### config.mk
export PLATFORM = sky130hd
export DESIGN_NAME = box_blur_line_filter_top_flat
export DESIGN_NICKNAME = d
export VERILOG_FILES = /design/src/hw/rtl/bblf_pkg.sv /design/src/hw/rtl/bblf_if.sv /design/src/hw/rtl/box_blur_line_filter_top.sv /design/src/hw/rtl/bblf_ctrl.sv /design/src/hw/rtl/bblf_dp.sv /design/src/flat_wrapper.sv
export VERILOG_INCLUDE_DIRS = /design/src /design/src/hw/rtl
export SDC_FILE = /design/constraint.sdc
export NUM_CORES = 2
export LEC_CHECK = 0
export BUFFER_PORTS_ARGS = -buffer_cell sky130_fd_sc_hd__buf_2
export CAP_MARGIN = 10
export CORE_ASPECT_RATIO = 1.1
export CORE_MARGIN = 5
export CORE_UTILIZATION = 40
export CTS_CLUSTER_DIAMETER = 150
export DETAILED_ROUTE_END_ITERATION = 12
export GPL_TIMING_DRIVEN = 0
export HOLD_SLACK_MARGIN = 0.05
export PLACE_DENSITY = 0.66
export SYNTH_ARGS = -nofsm -noshare
export SYNTH_HDL_FRONTEND = slang
export SYNTH_SLANG_ARGS = --single-unit
### constraint.sdc
create_clock -name i_clk -period 22.4 [get_ports i_clk]
set_clock_uncertainty 0.2 [all_clocks]
set_input_delay 4.48 -clock i_clk [delete_from_list [all_inputs] [get_ports i_clk]]
set_output_delay 4.48 -clock i_clk [all_outputs]
set_load 0.005 [all_outputs]
### src/hw/rtl/box_blur_line_filter_top_assert.svh
// ----------------------------------------------------------------------------
// Box blur line filter - assertion macros
// Shared property forms used by the top level checks.
// ----------------------------------------------------------------------------
`ifndef BOX_BLUR_LINE_FILTER_TOP_ASSERT_SVH
`define BOX_BLUR_LINE_FILTER_TOP_ASSERT_SVH

// same-cycle implication
`define BBLF_ASSERT_IMP(lbl, clk, rstn, ante, cons, msg) \
    lbl: assert property (@(posedge clk) disable iff (!rstn) (ante) |-> (cons)) \
        else $error(msg);

// next-cycle implication
`define BBLF_ASSERT_NXT(lbl, clk, rstn, ante, cons, msg) \
    lbl: assert property (@(posedge clk) disable iff (!rstn) (ante) |=> (cons)) \
        else $error(msg);

`endif

### src/hw/rtl/bblf_pkg.sv
// ----------------------------------------------------------------------------
// Box blur line filter - package
// Widths, register indexes and the controller/datapath command types.
// ----------------------------------------------------------------------------
`default_nettype none

package bblf_pkg;

    localparam int BBLF_MAX_RADIUS = 63;
    localparam int BBLF_MAX_LINE   = 4096;

    localparam int SAMPLE_W = 16;
    localparam int RADIUS_W = 6;
    localparam int INV_W    = 25;
    localparam int SUM_W    = 23;
    localparam int PROD_W   = SUM_W + INV_W;
    localparam int CFG_IDX_W = 1;
    localparam int CFG_DAT_W = INV_W;

    localparam logic [CFG_IDX_W-1:0] REG_RADIUS     = 1'd0;
    localparam logic [CFG_IDX_W-1:0] REG_INV_WINDOW = 1'd1;

    localparam logic [RADIUS_W-1:0] RADIUS_RST = 6'd1;
    localparam logic [INV_W-1:0]    INV_RST    = 25'd5592405;

    typedef struct packed {
        logic start;      // accept sample, write ring, read leaving sample
        logic add_main;   // update sum for the accepted sample
        logic mul;        // sum times reciprocal
        logic emit;       // round, saturate, load output register
        logic loop_read;  // flush: read leaving sample
        logic loop_add;   // flush: update sum, step position
        logic finish;     // advance or restart line position
    } t_dp_cmd;

    typedef struct packed {
        logic main_emit;
        logic fin;
        logic r_zero;
        logic loop_emit;
        logic loop_last;
        logic loop_done;
        logic slot_free;
    } t_dp_status;

endpackage

`default_nettype wire

### src/hw/rtl/bblf_if.sv
// ----------------------------------------------------------------------------
// Box blur line filter - channel interfaces
// Sample input, result output and configuration write channels.
// ----------------------------------------------------------------------------
`default_nettype none

interface bblf_in_if;
    logic        valid;
    logic        ready;
    logic [15:0] sample;
    logic        last;
    modport source (output valid, output sample, output last, input ready);
    modport sink   (input valid, input sample, input last, output ready);
endinterface

interface bblf_out_if;
    logic        valid;
    logic        ready;
    logic [15:0] blurred;
    logic        last_out;
    modport source (output valid, output blurred, output last_out, input ready);
    modport sink   (input valid, input blurred, input last_out, output ready);
endinterface

interface bblf_cfg_if;
    logic        valid;
    logic        ready;
    logic [0:0]  index;
    logic [24:0] data;
    modport source (output valid, output index, output data, input ready);
    modport sink   (input valid, input index, input data, output ready);
endinterface

`default_nettype wire

### src/hw/rtl/box_blur_line_filter_top.sv
// ----------------------------------------------------------------------------
// Box blur line filter - top level
// Running-sum box blur over one line, clamped edges, reciprocal scaling.
// ----------------------------------------------------------------------------
//  Port     Dir  Payload                    Transaction
//  i_in     in   sample[15:0], last         valid & ready
//  o_out    out  blurred[15:0], last_out    valid & ready
//  i_cfg    in   index[0], data[24:0]       valid & ready (always ready)
//
//  A sample that produces an output passes through add, multiply and emit; one
//  that produces none goes from add straight to finish. The end-of-line flush
//  steps over r positions with a read and an add each, plus a multiply and emit
//  for each position that gives an output; the input is held until it is done.
//  The rate is set by the controller taking each sample through add, multiply
//  and emit in turn. Output is registered; emit waits while it is full and not
//  being taken. Synchronous active-low reset; ring contents are not cleared.
// ----------------------------------------------------------------------------
`default_nettype none

module box_blur_line_filter_top #(
    parameter int MAX_RADIUS = bblf_pkg::BBLF_MAX_RADIUS,
    parameter int MAX_LINE   = bblf_pkg::BBLF_MAX_LINE
) (
    input  wire         i_clk,
    input  wire         i_rst_n,
    bblf_in_if.sink     i_in,
    bblf_out_if.source  o_out,
    bblf_cfg_if.sink    i_cfg
);
    import bblf_pkg::*;

    `include "box_blur_line_filter_top_assert.svh"

    t_dp_cmd    dp_cmd;
    t_dp_status dp_status;
    logic       in_ready;
    logic [6:0] cmd_vec;

    bblf_ctrl u_ctrl (
        .i_clk      (i_clk),
        .i_rst_n    (i_rst_n),
        .i_in_valid (i_in.valid),
        .o_in_ready (in_ready),
        .i_status   (dp_status),
        .o_cmd      (dp_cmd)
    );

    bblf_dp #(
        .MAX_RADIUS (MAX_RADIUS),
        .MAX_LINE   (MAX_LINE)
    ) u_dp (
        .i_clk    (i_clk),
        .i_rst_n  (i_rst_n),
        .i_sample (i_in.sample),
        .i_last   (i_in.last),
        .i_cmd    (dp_cmd),
        .o_status (dp_status),
        .o_out    (o_out),
        .i_cfg    (i_cfg)
    );

    assign i_in.ready = in_ready;
    assign cmd_vec    = dp_cmd;

    `BBLF_ASSERT_IMP(a_emit_slot_free, i_clk, i_rst_n, dp_cmd.emit,
        !o_out.valid || o_out.ready, "emit overwrote a pending result")
    `BBLF_ASSERT_NXT(a_busy_after_accept, i_clk, i_rst_n, i_in.valid && i_in.ready,
        !i_in.ready, "input accepted while sample in progress")
    `BBLF_ASSERT_IMP(a_single_command, i_clk, i_rst_n, 1'b1,
        $onehot0(cmd_vec), "more than one datapath command")

endmodule

`default_nettype wire

### src/hw/rtl/bblf_ctrl.sv
// ----------------------------------------------------------------------------
// Box blur line filter - controller
// Sequences the datapath through one sample and the end-of-line flush.
// ----------------------------------------------------------------------------
`default_nettype none

module bblf_ctrl (
    input  wire                   i_clk,
    input  wire                   i_rst_n,
    input  wire                   i_in_valid,
    output logic                  o_in_ready,
    input  bblf_pkg::t_dp_status  i_status,
    output bblf_pkg::t_dp_cmd     o_cmd
);
    import bblf_pkg::*;

    localparam logic [2:0] S_IDLE  = 3'd0;
    localparam logic [2:0] S_ADD   = 3'd1;
    localparam logic [2:0] S_MUL   = 3'd2;
    localparam logic [2:0] S_EMIT  = 3'd3;
    localparam logic [2:0] S_LREAD = 3'd4;
    localparam logic [2:0] S_LADD  = 3'd5;
    localparam logic [2:0] S_FIN   = 3'd6;

    logic [2:0] r_state, n_state;
    logic       r_flush, n_flush;

    always_ff @(posedge i_clk) begin
        if (!i_rst_n) begin
            r_state <= S_IDLE;
            r_flush <= 1'b0;
        end else begin
            r_state <= n_state;
            r_flush <= n_flush;
        end
    end

    always_comb begin
        n_state    = r_state;
        n_flush    = r_flush;
        o_cmd      = '0;
        o_in_ready = 1'b0;
        unique case (r_state)
            S_IDLE: begin
                o_in_ready = 1'b1;
                n_flush    = 1'b0;
                if (i_in_valid) begin
                    o_cmd.start = 1'b1;
                    n_state     = S_ADD;
                end
            end
            S_ADD: begin
                o_cmd.add_main = 1'b1;
                if (i_status.main_emit) begin
                    n_state = S_MUL;
                end else if (i_status.fin) begin
                    // short line: every output comes from the flush
                    n_flush = 1'b1;
                    n_state = S_LREAD;
                end else begin
                    n_state = S_FIN;
                end
            end
            S_MUL: begin
                o_cmd.mul = 1'b1;
                n_state   = S_EMIT;
            end
            S_EMIT: begin
                if (i_status.slot_free) begin
                    o_cmd.emit = 1'b1;
                    if (!r_flush) begin
                        if (i_status.fin && !i_status.r_zero) begin
                            n_flush = 1'b1;
                            n_state = S_LREAD;
                        end else begin
                            n_state = S_FIN;
                        end
                    end else begin
                        n_state = i_status.loop_done ? S_FIN : S_LREAD;
                    end
                end
            end
            S_LREAD: begin
                o_cmd.loop_read = 1'b1;
                n_state         = S_LADD;
            end
            S_LADD: begin
                o_cmd.loop_add = 1'b1;
                if (i_status.loop_emit) begin
                    n_state = S_MUL;
                end else if (i_status.loop_last) begin
                    n_state = S_FIN;
                end else begin
                    n_state = S_LREAD;
                end
            end
            S_FIN: begin
                o_cmd.finish = 1'b1;
                n_state      = S_IDLE;
            end
            default: begin
                n_state = S_IDLE;
            end
        endcase
    end

endmodule

`default_nettype wire

### src/hw/rtl/bblf_dp.sv
// ----------------------------------------------------------------------------
// Box blur line filter - datapath
// Sample ring, running sum, reciprocal scaling and the output register.
// ----------------------------------------------------------------------------
`default_nettype none

module bblf_dp #(
    parameter int MAX_RADIUS = bblf_pkg::BBLF_MAX_RADIUS,
    parameter int MAX_LINE   = bblf_pkg::BBLF_MAX_LINE
) (
    input  wire                            i_clk,
    input  wire                            i_rst_n,
    input  wire [bblf_pkg::SAMPLE_W-1:0]   i_sample,
    input  wire                            i_last,
    input  bblf_pkg::t_dp_cmd              i_cmd,
    output bblf_pkg::t_dp_status           o_status,
    bblf_out_if.source                     o_out,
    bblf_cfg_if.sink                       i_cfg
);
    import bblf_pkg::*;

    localparam int RING_AW    = $clog2(2 * MAX_RADIUS + 2);
    localparam int RING_DEPTH = 1 << RING_AW;
    localparam int POS_W      = $clog2(MAX_LINE);
    localparam int CW         = POS_W + 8;

    localparam logic signed [CW-1:0] ONE_S = CW'(1);
    localparam logic [POS_W-1:0]     POS_END = POS_W'(MAX_LINE - 1);
    localparam logic [RADIUS_W-1:0]  RAD_CAP = RADIUS_W'(MAX_RADIUS);
    localparam logic [PROD_W:0]      ROUND_HALF = (PROD_W + 1)'(1) << 23;

    logic [SAMPLE_W-1:0] r_ring [RING_DEPTH];

    logic [RADIUS_W-1:0] r_radius;
    logic [INV_W-1:0]    r_inv;
    logic [POS_W-1:0]    r_pos;
    logic [SAMPLE_W-1:0] r_first;
    logic [SUM_W-1:0]    r_sum;
    logic                r_fin;
    logic                r_out_valid;

    logic [SAMPLE_W-1:0] r_s;
    logic signed [CW-1:0] r_c;
    logic [SAMPLE_W-1:0] r_rdata;
    logic                r_use_first;
    logic [PROD_W-1:0]   r_prod;
    logic                r_emit_last;
    logic [SAMPLE_W-1:0] r_blurred;
    logic                r_last_out;

    logic [RADIUS_W-1:0]  rad_eff;
    logic signed [CW-1:0] pos_s;
    logic signed [CW-1:0] rad_s;
    logic signed [CW-1:0] rd_k;
    logic [RING_AW-1:0]   rd_addr;
    logic [RING_AW-1:0]   wr_addr;
    logic [SAMPLE_W-1:0]  old_s;
    logic [SUM_W-1:0]     sum_step;
    logic [SUM_W-1:0]     sum_init;
    logic [PROD_W:0]      rounded_full;
    logic [23:0]          mean;

    assign rad_eff = (r_radius > RAD_CAP) ? RAD_CAP : r_radius;
    assign pos_s   = $signed({{(CW - POS_W){1'b0}}, r_pos});
    assign rad_s   = $signed({{(CW - RADIUS_W){1'b0}}, rad_eff});

    // leaving sample: p-2r-1 for a new sample, c-r-1 during the flush
    assign rd_k    = i_cmd.start ? (pos_s - (rad_s <<< 1) - ONE_S) : (r_c - rad_s - ONE_S);
    assign rd_addr = rd_k[RING_AW-1:0];
    assign wr_addr = pos_s[RING_AW-1:0];

    assign old_s    = r_use_first ? r_first : r_rdata;
    assign sum_step = r_sum + SUM_W'(r_s) - SUM_W'(old_s);
    assign sum_init = SUM_W'({rad_eff, 1'b1}) * SUM_W'(r_s);

    assign rounded_full = {1'b0, r_prod} + ROUND_HALF;
    assign mean         = rounded_full[47:24];

    // sample ring
    always_ff @(posedge i_clk) begin
        if (i_cmd.start) begin
            r_ring[wr_addr] <= i_sample;
        end
        if (i_cmd.start || i_cmd.loop_read) begin
            r_rdata     <= r_ring[rd_addr];
            r_use_first <= rd_k[CW-1] || (rd_k == '0);
        end
    end

    // control and line state
    always_ff @(posedge i_clk) begin
        if (!i_rst_n) begin
            r_radius    <= RADIUS_RST;
            r_inv       <= INV_RST;
            r_pos       <= '0;
            r_first     <= '0;
            r_sum       <= '0;
            r_fin       <= 1'b0;
            r_out_valid <= 1'b0;
        end else begin
            if (i_cfg.valid) begin
                unique case (i_cfg.index)
                    REG_RADIUS:     r_radius <= i_cfg.data[RADIUS_W-1:0];
                    REG_INV_WINDOW: r_inv    <= i_cfg.data[INV_W-1:0];
                endcase
            end
            if (i_cmd.start) begin
                // overlong line is cut at the last position
                r_fin <= i_last || (r_pos == POS_END);
            end
            if (i_cmd.add_main) begin
                if (r_pos == '0) begin
                    r_first <= r_s;
                    r_sum   <= sum_init;
                end else begin
                    r_sum <= sum_step;
                end
            end
            if (i_cmd.loop_add) begin
                r_sum <= sum_step;
            end
            if (i_cmd.finish) begin
                r_pos <= r_fin ? '0 : r_pos + POS_W'(1);
            end
            if (i_cmd.emit) begin
                r_out_valid <= 1'b1;
            end else if (o_out.ready) begin
                r_out_valid <= 1'b0;
            end
        end
    end

    // payload
    always_ff @(posedge i_clk) begin
        if (i_cmd.start) begin
            r_s <= i_sample;
        end
        if (i_cmd.add_main) begin
            r_c         <= pos_s - rad_s + ONE_S;
            r_emit_last <= r_fin && (rad_eff == '0);
        end
        if (i_cmd.loop_add) begin
            r_c         <= r_c + ONE_S;
            r_emit_last <= (r_c == pos_s);
        end
        if (i_cmd.mul) begin
            r_prod <= PROD_W'(r_sum) * PROD_W'(r_inv);
        end
        if (i_cmd.emit) begin
            r_blurred  <= (mean > 24'd65535) ? 16'hFFFF : mean[SAMPLE_W-1:0];
            r_last_out <= r_emit_last;
        end
    end

    assign o_status.main_emit = (pos_s >= rad_s);
    assign o_status.fin       = r_fin;
    assign o_status.r_zero    = (rad_eff == '0);
    assign o_status.loop_emit = !r_c[CW-1];
    assign o_status.loop_last = (r_c == pos_s);
    assign o_status.loop_done = (r_c > pos_s);
    assign o_status.slot_free = !r_out_valid || o_out.ready;

    assign o_out.valid    = r_out_valid;
    assign o_out.blurred  = r_blurred;
    assign o_out.last_out = r_last_out;
    assign i_cfg.ready    = 1'b1;

endmodule

`default_nettype wire
### src/flat_wrapper.sv
// flat-port wrapper written by rule: the top's interface ports become plain ports
module box_blur_line_filter_top_flat import bblf_pkg::*;
#(
    parameter int MAX_RADIUS = bblf_pkg::BBLF_MAX_RADIUS,
    parameter int MAX_LINE   = bblf_pkg::BBLF_MAX_LINE
)
  (i_clk, i_rst_n, i_in_valid, i_in_sample, i_in_last, i_in_ready, o_out_valid, o_out_blurred, o_out_last_out, o_out_ready, i_cfg_valid, i_cfg_index, i_cfg_data, i_cfg_ready);
  bblf_in_if i_in_i ();
  bblf_out_if o_out_i ();
  bblf_cfg_if i_cfg_i ();
  input  wire i_clk;
  input  wire i_rst_n;
  input wire logic [$bits(i_in_i.valid)-1:0] i_in_valid;
  input wire logic [$bits(i_in_i.sample)-1:0] i_in_sample;
  input wire logic [$bits(i_in_i.last)-1:0] i_in_last;
  output wire logic [$bits(i_in_i.ready)-1:0] i_in_ready;
  output wire logic [$bits(o_out_i.valid)-1:0] o_out_valid;
  output wire logic [$bits(o_out_i.blurred)-1:0] o_out_blurred;
  output wire logic [$bits(o_out_i.last_out)-1:0] o_out_last_out;
  input wire logic [$bits(o_out_i.ready)-1:0] o_out_ready;
  input wire logic [$bits(i_cfg_i.valid)-1:0] i_cfg_valid;
  input wire logic [$bits(i_cfg_i.index)-1:0] i_cfg_index;
  input wire logic [$bits(i_cfg_i.data)-1:0] i_cfg_data;
  output wire logic [$bits(i_cfg_i.ready)-1:0] i_cfg_ready;
  assign i_in_i.valid = i_in_valid;
  assign i_in_i.sample = i_in_sample;
  assign i_in_i.last = i_in_last;
  assign i_in_ready = i_in_i.ready;
  assign o_out_valid = o_out_i.valid;
  assign o_out_blurred = o_out_i.blurred;
  assign o_out_last_out = o_out_i.last_out;
  assign o_out_i.ready = o_out_ready;
  assign i_cfg_i.valid = i_cfg_valid;
  assign i_cfg_i.index = i_cfg_index;
  assign i_cfg_i.data = i_cfg_data;
  assign i_cfg_ready = i_cfg_i.ready;
  box_blur_line_filter_top #(.MAX_RADIUS(MAX_RADIUS), .MAX_LINE(MAX_LINE)) u_core (.i_clk(i_clk), .i_rst_n(i_rst_n), .i_in(i_in_i), .o_out(o_out_i), .i_cfg(i_cfg_i));
endmodule
# [Yosys cells after proc, flatten, opt, wreduce, memory -nomap -nowiden]
# Memories as Yosys holds them, arrays and structs flattened. A register that Yosys moved wholly into a read port is not among the register bits.
# Cells that the tools add are included.
[op_classes] bitwise_logic=1 n_shift=0 magnitude_cmp=4 n_reduce_logical=20 mux=41 addsub=11 n_mul=2 eq_ne=12 n_div=0
[ops] op="23-bit 2-to-1 mux" count=3
[ops] op="20-bit 2-to-1 mux" count=3
[ops] op="48-bit by 24-bit adder with 48-bit output, second input constant" count=1
[ops] op="23-bit by 25-bit multiplier with 48-bit output" count=1
[ops] op="24-bit by 16-bit > comparator with 1-bit output, second input constant" count=1
[ops] op="23-bit by 16-bit adder with 23-bit output" count=1
[ops] op="7-bit by 16-bit multiplier with 23-bit output" count=1
[ops] op="23-bit by 16-bit subtractor with 23-bit output" count=1
[ops] op="1-bit 2-to-1 mux" count=21
[ops] op="20-bit by 2-bit adder with 20-bit output, second input constant" count=1
[ops] op="20-bit by 13-bit == test with 1-bit output" count=1
[ops] op="20-bit by 13-bit > comparator with 1-bit output" count=1
[ops] op="20-bit logical NOT" count=1
[ops] op="20-bit by 2-bit subtractor with 20-bit output, second input constant" count=1
[ops] op="20-bit by 7-bit subtractor with 20-bit output" count=1
[ops] op="3-bit one-hot mux with 6 select lines" count=1
[ops] op="16-bit 2-to-1 mux" count=1
[ops] op="13-bit by 2-bit adder with 14-bit output, second input constant" count=1
[ops] op="13-bit by 2-bit subtractor with 14-bit output, second input constant" count=1
[ops] op="12-bit by 6-bit subtractor with 13-bit output" count=1
[ops] op="12-bit by 7-bit subtractor with 13-bit output" count=1
[ops] op="12-bit by 1-bit adder with 12-bit output, second input constant" count=1
[ops] op="12-bit == test, second input constant" count=1
[ops] op="12-bit by 6-bit >= comparator with 1-bit output" count=1
[ops] op="22 further kinds" count=43
[totals] latch_bits=0 wordCells=108 ramBits=2048 regBits=191 rom_bits=0 mem_count=1
[mem_list] memory="u_core.u_dp.r_ring" depth=128 width=16 read_ports=1 rd_ports_with_merged_regs=1 write_ports=1 line_no="bblf_dp.sv:32" source="logic [SAMPLE_W-1:0] r_ring [RING_DEPTH];"

# [Logic depth before layout (Yosys ltp)]
[logic_depth] ltp_word=9 ltp_mapped=27 depth_no_buf=26

# [By module]
# A second synthesis with hierarchy kept.
[hier_totals] cells_unflattened=7169 area_unflattened_um2=111622.1
[by_module_without_submodules] module="bblf_dp" area_each_um2=111285.5 n_inst=1 cells_per_inst=7121 seq_area_each_um2=66063.4
[by_module_without_submodules] module="bblf_ctrl" area_each_um2=336.6 n_inst=1 cells_per_inst=48 seq_area_each_um2=80.1

# [Worst setup path after synthesis]
# No wires, ideal clock.
[synth_timing] path_kind="input port to flip-flop" from="input port i_in_valid" to="register u_core.u_dp.r_rdata[2], read port of u_core.u_dp.r_ring (data pin)" arrival_ns=6.907 setup_ns=0.265 setup_slack_ns=15.028 n_path_buf=5 path_stages=15 required_ns=21.935 cell_sequence="nand2_2 > inv_4 > and2_1 > buf_4 > a21oi_2 > buf_6 > buf_8 > buf_6 > buf_2 > mux4_2 > mux2i_1 > nand2_1 > nand3_1 > a21oi_1 > or3_1"
[synth_via] elab_chain_cells=3 elab_cells_between_ends=4 classes_between="mux (3); reduce/logical (1)"
[synth_lines] element="start: declaration" line_no="flat_wrapper.sv:13" source="input wire logic [$bits(i_in_i.valid)-1:0] i_in_valid;"
[synth_lines] element="1-bit 2-to-1 mux *" line_no="bblf_ctrl.sv:47" source="if (i_in_valid) begin"
[synth_lines] element="1-bit 2-to-1 mux *" line_no="bblf_ctrl.sv:43" source="unique case (r_state)"
[synth_lines] element="20-bit 2-to-1 mux or 1-bit logical OR (tied branches)" line_no="bblf_dp.sv:68, bblf_dp.sv:84"
[synth_lines] element="end: declaration" line_no="bblf_dp.sv:44" source="logic [SAMPLE_W-1:0] r_rdata;"
# Every way passes the cells marked *; elsewhere a longest branch is shown, timed or not.
# A chain may end at the register's enable or synchronous reset.

# [Worst setup path after layout]
[layout_timing] from="input port i_in_valid" to="register u_core.u_dp.r_rdata[10], read port of u_core.u_dp.r_ring (data pin)"
# Same word-level chain as after synthesis.

==> results.cfg <==
[clocking]
root_buffer = clkbuf_16
cts_max_level = 4
cts.sinks = 2232
cts_setup_buffers = 0
cts_made_buffers = 222
clkTransAtPathRegs_ns = 0.06
hold_buffers = 0
clock_latency_ns = 0.91
cts.repair.resized = 0
cts_buffer_depth = 3
cts_tree = built

[setup_path]
slowest_stage = clkbuf_1
cpMostUsedCell = buf_2
worstPathRequired_ns = 22.76
cp-start-kind = input port
cp_num_buf_inv = 7
cp.arrival_ns = 9.84
crit_path_max_fanout = 10
cp-end-kind = register
worstSetupStartpoint = i_in_valid
crit_path_cell_trace = buf_2 > nand2_2 > inv_4 > o21ai_1 > buf_2 > buf_2 > buf_2 > clkbuf_1 > clkbuf_1 > a211oi_1 > a21oi_1 > o22ai_1 > or3_1
r2r_start = u_core.u_dp.r_sum[16]$_SDFFE_PN0P_
crit_type = input port to register
cp_top_family = buffers and inverters
cpPeakStageDelay_ns = 0.95

[timing]
grt_setup_unrepaired = false
final.setup.worst_slack_ns = 12.92
drv_slew = 11
fmax_ghz = 0.105
worst_slew_pin_slew_ns = 1.51
setup_viol = 0
slew_headroom = -0.00822
hold_violations = 0
min_period_ns = 9.48
setup_tns_ns = 0
min_period_over_period = 0.423

[floorplan]
initial_core_util = 0.402
rows = 203
die_w_um = 514
ios = 68
die_y_um = 565
core-area_sq_um = 278000
die_area_sq_um = 291000

[logic_synthesis]
synth_ff_type = edfxtp_1
async_flop_share = 0
synth-edff-count = 2144
synth-seq-cells = 2232
syn_nets = 8544
syn_area_sq_um = 112000
netlist_instances = 7658
syn_area_per_cell_sq_um = 14.6
synth.distinct_cells = 80
synth-warning-count = 0
yosysSeqAreaShare = 0.591

[pwr]
peakVddDrop_mv = 0.104
powerDensity_nw_per_um2 = 100
leakage_nw = 45.0

[final_layout]
finalNetCount = 8978
drive_gt1_frac = 0.150
mostFrequentLayoutCells = edfxtp_1, nand2_1, inv_1
final_common_cell = edfxtp_1
syn2layout_area_growth_pct = 13.6
final_util = 0.457

[global_route]
grt_first_pass_wirelength_mm = 486
grt_start_max_net_pins = 98
met1_usage = 0.298
grt.busiest_layer = met2
grt_remaining_overflow = 0
use_met3 = 0.0641
grt_pass1_vias = 69100
grt.total_usage = 0.230
grt.met2_usage = 0.367
antenna_found_initial = 17

[place]
dpl.hpwl_mm = 246
place_ws_ns = 12.46
routabilityCongestion = 1.03
io_buffers = 65

[run_status]
status = finished, violations left
violations = capacitance limit, slew limit

[min_path]
hold_class = register to register
min_from = u_core.u_dp.r_emit_last$_DFFE_PP_

[detailed_routing]
drtAntennaViolNets = 0
initialDrtViolationCount = 8796
drt-pass1-iter-count = 7
vias = 69000
drc = 0
avgRoutedWirePerCell_um = 28.4
drt-total-wl_mm = 340
avgViaCountPerCell = 5.76

[job]
maxCapViolCount = 1
## cell usage after synthesis (15+ instances only)
master,n,area [sq um]
edfxtp_1,2144,64400
nand2_1,992,3720
inv_1,703,2640
fa_1,567,11400
mux4_2,434,9770
nor2_1,313,1170
and2_1,271,1700
ha_1,271,3390
clkbuf_1,257,965
a21oi_1,184,921
nand3_1,181,906
mux2i_1,117,1170
a211oi_1,110,826
nor2b_1,94,588
dfxtp_1,88,1760
o21ai_0,88,440
xnor2_1,88,771
buf_2,71,355
a311oi_1,68,596
and3_1,59,369
xor2_1,46,403
buf_1,45,169
a21boi_0,36,270
nor3_1,36,180
a311o_1,27,270
a31oi_1,27,169
or3_1,25,156
a21o_1,22,165
nand4_1,22,138
buf_6,21,236
o21a_1,20,150
buf_4,19,143
o22ai_1,19,119
mux2_2,18,203
nand2b_1,18,113
a211o_1,15,131
o211ai_1,15,113
## final timing paths
kind	endpoint	slack [ns]	cells past startpoint
setup / recovery	u_core.u_dp.r_rdata[10]$_DFFE_PP_	12.92	13
hold / removal	u_core.u_dp.o_out.last_out$_DFFE_PP_	0.23	0
setup reg to reg	u_core.u_dp.r_prod[43]$_DFFE_PP_	13.25	26
hold reg to reg	u_core.u_dp.o_out.last_out$_DFFE_PP_	0.23	0
## state kept, by name, summed over array words and instances (netlist names)
register	flops
u_core.u_ctrl.r_flush	1
u_core.u_ctrl.r_state	3
u_core.u_dp.o_out.blurred	16
u_core.u_dp.o_out.last_out	1
u_core.u_dp.o_out.valid	1
u_core.u_dp.r_c	20
u_core.u_dp.r_emit_last	1
u_core.u_dp.r_fin	1
u_core.u_dp.r_first	16
u_core.u_dp.r_inv	25
u_core.u_dp.r_pos	12
u_core.u_dp.r_prod	25
u_core.u_dp.r_radius	6
u_core.u_dp.r_rdata	16
u_core.u_dp.r_ring	2048
u_core.u_dp.r_s	16
u_core.u_dp.r_sum	23
u_core.u_dp.r_use_first	1
## report_power, final
part           total, mW  internal (mW)  leakage (nW)  switching [mW]
logic               4.30           1.56          21.5            2.74
clock network       3.74           2.09          3.55            1.65
registers           4.73           4.67          20.0          0.0592
total               12.8           8.32          45.0            4.45
## per-stage QoR
stage / hold WS [ns] / power [mW] / std cells / instance area, sq um
after floorplan: 0.200 / 7.52 / 7658 / 112000
after global placement: 0.214 / 8.98 / 11400 / 117000
after detailed placement: 0.213 / 9.05 / 11600 / 120000
after CTS: 0.228 / 12.8 / 12000 / 127000
after global routing: 0.238 / 13.3 / 12000 / 127000
final: 0.226 / 12.8 / 12000 / 127000
## layout make-up
class	instances	area, sq um
fill	24200	151000
clock inverter	146	1560
tap	3690	4620
clock buffer	270	5780
timing repair buffer	210	2950
sequential	2232	66100
buffer	415	1900
inverter	706	2650
multi-input combinational	4305	41600
antenna	6	15.0
## cells by family after synthesis
group | count (synthesis) | share of synthesized area
AOI/OAI and AO/OA | 699 | 0.0426
adders and majority gates | 838 | 0.132
muxes | 569 | 0.0996
and+or+nand+nor | 2064 | 0.0843
buffers and inverters | 1121 | 0.0406
other | 1 | 0.0000335
xor gates and xnor gates | 134 | 0.0105
DFF | 2232 | 0.591
## per-layer routing
metal / vias to the layer above / routed length [um]
li1: 28600 / -
met1: 35700 / 127000
met2: 3982 / 158000
met3: 738 / 37200
met4: 10 / 17000
met5: - / 87
Note: power is estimated with default switching activity, not from simulation.
